**src/rtl/pfi_pkg.sv**
```systemverilog
// ----------------------------------------------------------------------------
// pfi_pkg
// shared types, opcodes and helpers of the particle force integrator
// ----------------------------------------------------------------------------
package pfi_pkg;

   localparam logic [3:0] OP_CLEAR     = 4'd0;
   localparam logic [3:0] OP_ADD       = 4'd1;
   localparam logic [3:0] OP_REPEL     = 4'd2;
   localparam logic [3:0] OP_ATTRACT   = 4'd3;
   localparam logic [3:0] OP_CW        = 4'd4;
   localparam logic [3:0] OP_CCW       = 4'd5;
   localparam logic [3:0] OP_DAMP      = 4'd6;
   localparam logic [3:0] OP_INTEGRATE = 4'd7;
   localparam logic [3:0] OP_BOUNCE    = 4'd8;
   localparam logic [3:0] OP_HIT       = 4'd9;
   localparam logic [3:0] OP_LOADPOS   = 4'd10;
   localparam logic [3:0] OP_LOADVEL   = 4'd11;

   localparam logic [2:0] CSR_DAMPING = 3'd0;
   localparam logic [2:0] CSR_WALL_W  = 3'd1;
   localparam logic [2:0] CSR_WALL_H  = 3'd2;
   localparam logic [2:0] CSR_HIT_R   = 3'd3;
   localparam logic [2:0] CSR_PINNED  = 3'd4;

   localparam logic [15:0] DAMPING_RST = 16'd3277;
   localparam logic [15:0] WALL_W_RST  = 16'd1024;
   localparam logic [15:0] WALL_H_RST  = 16'd768;
   localparam logic [31:0] BOUNCE_GAIN = 32'd19661;
   localparam int          GAIN_SHIFT  = 16;

   localparam int ROOT_W = 32;
   localparam int DEN_W  = 33;
   localparam int REM_W  = 36;

   localparam logic signed [40:0] SAT_MAX = 41'sd2147483647;
   localparam logic signed [40:0] SAT_MIN = -41'sd2147483648;

   typedef enum logic [4:0] {
      S_IDLE, S_EXEC, S_SQX, S_SQY, S_SQRT, S_LEN, S_PCT, S_MULM, S_UX, S_MULX,
      S_UY, S_MULY, S_APPLY, S_DAMPX, S_DAMPY, S_BNCX, S_BNCY, S_RESP
   } pfi_state_type;

   typedef enum logic {IT_SQRT, IT_DIV} pfi_mode_type;

   typedef struct packed {
      logic         start;
      pfi_mode_type mode;
   } pfi_it_ctrl_type;

   typedef struct packed {
      logic busy;
      logic done;
   } pfi_it_stat_type;

   function automatic logic signed [31:0] sat32(input logic signed [40:0] v);
      logic signed [31:0] r;
      if (v > SAT_MAX) r = 32'sh7FFF_FFFF;
      else if (v < SAT_MIN) r = 32'sh8000_0000;
      else r = v[31:0];
      return r;
   endfunction

   function automatic logic [31:0] mag32(input logic signed [31:0] v);
      logic [31:0] r;
      r = v[31] ? (32'd0 - 32'(v)) : 32'(v);
      return r;
   endfunction

   // magnitude and sign back to a 33-bit signed value
   function automatic logic signed [32:0] apply_sign(input logic neg, input logic [31:0] m);
      logic signed [32:0] r;
      r = neg ? -$signed({1'b0, m}) : $signed({1'b0, m});
      return r;
   endfunction

endpackage

```
**src/rtl/pfi_iter_unit.sv**
```systemverilog
// ----------------------------------------------------------------------------
// pfi_iter_unit
// shared bit-serial square root and restoring divider
// ----------------------------------------------------------------------------
module pfi_iter_unit import pfi_pkg::*; #(
   parameter int FRAC_BITS = 16
) (
   input  logic                clock,
   input  logic                reset,
   input  pfi_it_ctrl_type     ctrl_in,
   input  logic [63:0]         operand_in,
   input  logic [DEN_W-1:0]    divisor_in,
   output pfi_it_stat_type     status_out,
   output logic [ROOT_W-1:0]   result_out
);

   // quotients stay below 2^(FRAC_BITS+2), so only that many steps run
   localparam int DIV_STEPS = FRAC_BITS + 2;

   logic              busy_ff, busy_in;
   logic              done_ff, done_in;
   pfi_mode_type      mode_ff, mode_in;
   logic [5:0]        cnt_ff, cnt_in;
   logic [REM_W-1:0]  rem_ff, rem_in;
   logic [63:0]       shift_ff, shift_in;
   logic [ROOT_W-1:0] root_ff, root_in;
   logic [DEN_W-1:0]  den_ff, den_in;

   logic [REM_W-1:0]  cand, trial;
   logic              take;

   always_comb begin
      if (mode_ff == IT_SQRT) begin
         cand  = {rem_ff[REM_W-3:0], shift_ff[63:62]};
         trial = REM_W'({root_ff, 2'b01});
      end else begin
         cand  = {rem_ff[REM_W-2:0], shift_ff[63]};
         trial = REM_W'(den_ff);
      end
      take = (cand >= trial);
   end

   always_comb begin
      busy_in  = busy_ff;
      done_in  = 1'b0;
      mode_in  = mode_ff;
      cnt_in   = cnt_ff;
      rem_in   = rem_ff;
      shift_in = shift_ff;
      root_in  = root_ff;
      den_in   = den_ff;
      if (ctrl_in.start) begin
         busy_in = 1'b1;
         mode_in = ctrl_in.mode;
         root_in = '0;
         den_in  = divisor_in;
         if (ctrl_in.mode == IT_SQRT) begin
            cnt_in   = 6'(ROOT_W);
            rem_in   = '0;
            shift_in = operand_in;
         end else begin
            cnt_in   = 6'(DIV_STEPS);
            rem_in   = REM_W'(operand_in >> DIV_STEPS);
            shift_in = operand_in << (64 - DIV_STEPS);
         end
      end else if (busy_ff) begin
         rem_in   = take ? (cand - trial) : cand;
         root_in  = {root_ff[ROOT_W-2:0], take};
         shift_in = (mode_ff == IT_SQRT) ? (shift_ff << 2) : (shift_ff << 1);
         cnt_in   = cnt_ff - 6'd1;
         if (cnt_ff == 6'd1) begin
            busy_in = 1'b0;
            done_in = 1'b1;
         end
      end
   end

   always_ff @(posedge clock) begin
      if (reset) begin
         busy_ff <= 1'b0;
         done_ff <= 1'b0;
         cnt_ff  <= '0;
      end else begin
         busy_ff <= busy_in;
         done_ff <= done_in;
         cnt_ff  <= cnt_in;
      end
      mode_ff  <= mode_in;
      rem_ff   <= rem_in;
      shift_ff <= shift_in;
      root_ff  <= root_in;
      den_ff   <= den_in;
   end

   assign status_out.busy = busy_ff;
   assign status_out.done = done_ff;
   assign result_out      = root_ff;

endmodule

```
**config.mk**
```make
export PLATFORM = sky130hd
export DESIGN_NAME = pfi_iter_unit
export DESIGN_NICKNAME = d
export VERILOG_FILES = /design/src/rtl/pfi_pkg.sv /design/src/rtl/pfi_iter_unit.sv
export SDC_FILE = /design/constraint.sdc
export NUM_CORES = 1
export LEC_CHECK = 0
export BUFFER_PORTS_ARGS = -buffer_cell sky130_fd_sc_hd__buf_4
export CAP_MARGIN = 20
export CORE_MARGIN = 8
export CORE_UTILIZATION = 46
export CTS_BUF_LIST = sky130_fd_sc_hd__clkbuf_16
export CTS_CLUSTER_SIZE = 40
export DETAILED_ROUTE_END_ITERATION = 6
export PLACE_DENSITY = 0.66
export SETUP_SLACK_MARGIN = 0.3
export SYNTH_ARGS = -nofsm -noshare
export SYNTH_HDL_FRONTEND = slang
export SYNTH_SLANG_ARGS = --single-unit
```
**constraint.sdc**
```tcl
create_clock -name clock -period 5.8 [get_ports clock]
set_input_delay 0.29 -clock clock [delete_from_list [all_inputs] [get_ports clock]]
set_output_delay 0.29 -clock clock [all_outputs]
set_load 0.01 [all_outputs]
```
==> results.sh <==
export IMPL_clock_skew_ns=0.00976
export IMPL_hold_slack_ns=0.0303
export IMPL_die_w_um=167
export IMPL_vias_per_cell=5.67
export IMPL_end_kind="register"
export IMPL_post_drt_wl_per_cell_um=18.9
export IMPL_die_area_um2=27700
export IMPL_ios=135
export IMPL_cts_resized=0
export IMPL_synth_seq_cells=173
export IMPL_postRouteAntennaNets=0
export IMPL_cap_violations=0
export IMPL_synth_top_family_by_area="multiplexers"
export IMPL_synth_area_leaders="edfxtp_1, mux2i_1, dfxtp_1"
export IMPL_worst_pin_slew_ns=0.941
export IMPL_synth_top_area_share_pct=38.3
export IMPL_nFillCells=2022
export IMPL_crit_arrival_ns=4.81
export IMPL_avgSynthCellArea_um2=10.5
export IMPL_crit_type="register to register"
export IMPL_drc=0
export IMPL_postCtsHoldBufs=0
export IMPL_synth_compound_area_share_pct=14.8
export IMPL_status="finished clean"
export IMPL_ys_warn_count=0
export IMPL_drive_gt1_share_pct=20.0
export IMPL_syn_inst=990
export IMPL_cts_root_buf="clkbuf_16"
export IMPL_place_hpwl_um=18700
export IMPL_grt_pass1_vias=7779
export IMPL_post_cts_buffers=0
export IMPL_synth_edf_count=133
export IMPL_dieHeight_um=167
export IMPL_syn_num_nets=1128
export IMPL_ys_flop_type="edfxtp_1"
export IMPL_seq_power_share_pct=33.2
export IMPL_synth_simple_area_share_pct=11.6
export IMPL_grt_pass1_wl_um=41800
export IMPL_hp_class="input port to register"
export IMPL_synthToLayoutAreaGrowth_pct=17.1
export IMPL_ys_types=62
export IMPL_tns_ns=0
export IMPL_setup_viol=0
export IMPL_p_clk_share_pct=22.0
export IMPL_core_area_um2=22400
export IMPL_combPwrFrac_pct=44.8
export IMPL_grt_ovfl_total=0
export IMPL_peakVddDrop_mv=0.218
export IMPL_rsz0062_at_grt="no"
export IMPL_critPathMaxFanout=92
export IMPL_power_leakage_nw=5.08
export IMPL_dr_pass1_iters=5
export IMPL_antenna_found_initial=0
export IMPL_numCtsBuffers=17
export IMPL_wl_um=26200
export IMPL_yosys_area_top_type="edfxtp_1"
export IMPL_num_antenna_cells=0
export IMPL_finalCritPeriodShare_pct=80.2
export IMPL_vias=7845
export IMPL_rrSetupSlack_ns=1.15
export IMPL_cp_data_required_time_ns=5.95
export IMPL_clk_path_buf_depth=2
export IMPL_htree_levels=4
export IMPL_grt_usage_pct=18.5
export IMPL_grt_max_degree=150
export IMPL_netlist_area_um2=10400
export IMPL_startpoint_type="register"
export IMPL_power_density_nw_per_um2=416
export IMPL_cts_sinks=173
export IMPL_port_buffers=134
export IMPL_clk_insertion_delay_late_ns=0.43
export IMPL_intPower_mw=3.18
export IMPL_clock_fmax_mhz=215
export IMPL_final_hold_viol_count=0
export IMPL_synthAdderAreaFrac_pct=4.51
export IMPL_place_congestion=0.878
export IMPL_switching_share_pct=37.5
export IMPL_start_util_pct=46.5
export IMPL_maxSlewViolCount=0
export IMPL_yosys_mux_area_fraction_pct=17.5
export IMPL_synth_async_reset_ratio_pct=0
export IMPL_cts_tree="yes"
export IMPL_layout_nets=1223
export IMPL_drt_iter0_drc=647
export IMPL_switching_power_mw=1.90
export IMPL_clkTransAtPathRegs_ns=0.07
export IMPL_synth_xor_area_share_pct=2.44
export IMPL_yosysSeqAreaShare_pct=46.0
export IMPL_relSlewSlack_pct=37.2
export IMPL_rows=55
export IMPL_fin_crit_ns=4.65
-- path summary, 6_finish.rpt --
path / startpoint / end / depth (start not counted)
max reg2reg: mode_ff / rem_ff[34] / 12
min reg2reg: result_out[25] / result_out[25] / 2
max: mode_ff / rem_ff[34] / 12
min: divisor_in[19] / den_ff[19] / 1
-- layout by cell type (no fill, tap or decap), types with 3 or more instances in the layout --
master and n:
a221oi_1 3, mux2_2 33, ha_1 36, nand2_1 102, and4_1 10, a31oi_1 4
nand3_1 12, o21bai_1 4, nor3_1 11, mux2i_1 145, o2111ai_1 3, o21ai_1 25
o21a_1 5, a22oi_1 5, and3_1 12, a21oi_1 54, inv_1 12, o21ai_0 59
edfxtp_1 133, a31o_2 3, clkinv_4 5, nor2b_1 22, a2111oi_0 4, dfxtp_1 39
o211ai_1 7, o31ai_1 3, clkbuf_16 17, and2_1 10, a21o_1 17, xor2_1 11
a32o_1 5, o31a_1 4, buf_4 138, buf_12 3, xnor2_1 18, nand2b_1 5
a211oi_1 24, nor2_1 49
-- flip-flops by register name, indices dropped and copies added (netlist names) --
signal and cells:
busy_ff 1, cnt_ff 6, den_ff 33, done_ff 1, mode_ff 1, rem_ff 35
result_out 32, shift_ff 64
-- metrics by stage --
stage	setup slack, ns	instances	utilization [%]	instance area [µm²]	power (mW)
CTS	1.14	1382	54.3	12200	5.08
detailed placement	1.14	1350	51.8	11600	3.95
finish	1.15	1383	54.4	12200	5.08
floorplan	1.25	990	-	10400	3.41
global placement	1.25	1350	51.8	11600	3.95
global route	0.812	1383	54.4	12200	5.41
-- synth_stat cells (all sizes together), types with 17 or more instances --
cell,count
mux2i,145
edfxtp,133
nand2,102
mux2,33
xnor2,18
a21o,17
a211oi,24
a21oi,54
o21ai,84
nor2,51
nor2b,22
clkbuf,48
ha,36
buf,19
dfxtp,40
-- power groups by stage --
| stage | clock network [mW] | registers, mW | logic (mW) |
|---|---|---|---|
| final | 1.12 | 1.69 | 2.28 |
| after global routing | 1.19 | 1.71 | 2.51 |
| after CTS | 1.14 | 1.69 | 2.25 |
| after detailed placement | 0 | 1.71 | 2.24 |
| after global placement | 0 | 1.71 | 2.24 |
| after floorplan | 0 | 1.67 | 1.74 |
-- critical path, cell delays in order (launching register included) --
cell,delay (ns)
edfxtp_1,0.68
buf_12,0.44
mux2_2,0.42
ha_1,0.39
a21o_1,0.24
a31o_2,0.22
a221o_1,0.40
o211a_1,0.24
o31a_1,0.15
or2_1,0.43
buf_4,0.35
a31oi_1,0.24
o31ai_2,0.09
-- layout make-up --
type / instances / area (µm²) / area share (%)
clock buffers: 17 / 425 / 3.48
clock inverters: 15 / 141 / 1.16
inverters: 12 / 45.0 / 0.369
multi-input cells: 738 / 5320 / 43.5
flip-flops and latches: 173 / 4800 / 39.3
well taps: 285 / 357 / 2.92
repair buffers: 143 / 1130 / 9.29
-- cells by family (layout without fill, tap and decap cells) --
family,count (synthesis),in the layout
simple gates,252,252
compound gates,242,242
xor+xnor,29,29
fa+ha+maj,37,37
flops,173,173
mux,178,178
buf+inv,79,187
-- layer usage --
layer | up-vias | global-route usage, % | wire, µm
met2 | 213 | 28.1 | 11600
met1 | 3714 | 26.7 | 12900
li1 | 3900 | - | -
met5 | - | 0 | 0
met3 | 18 | 3.31 | 1350
met4 | 0 | 4.50 | 290
Power figures use the tool's default switching activity.
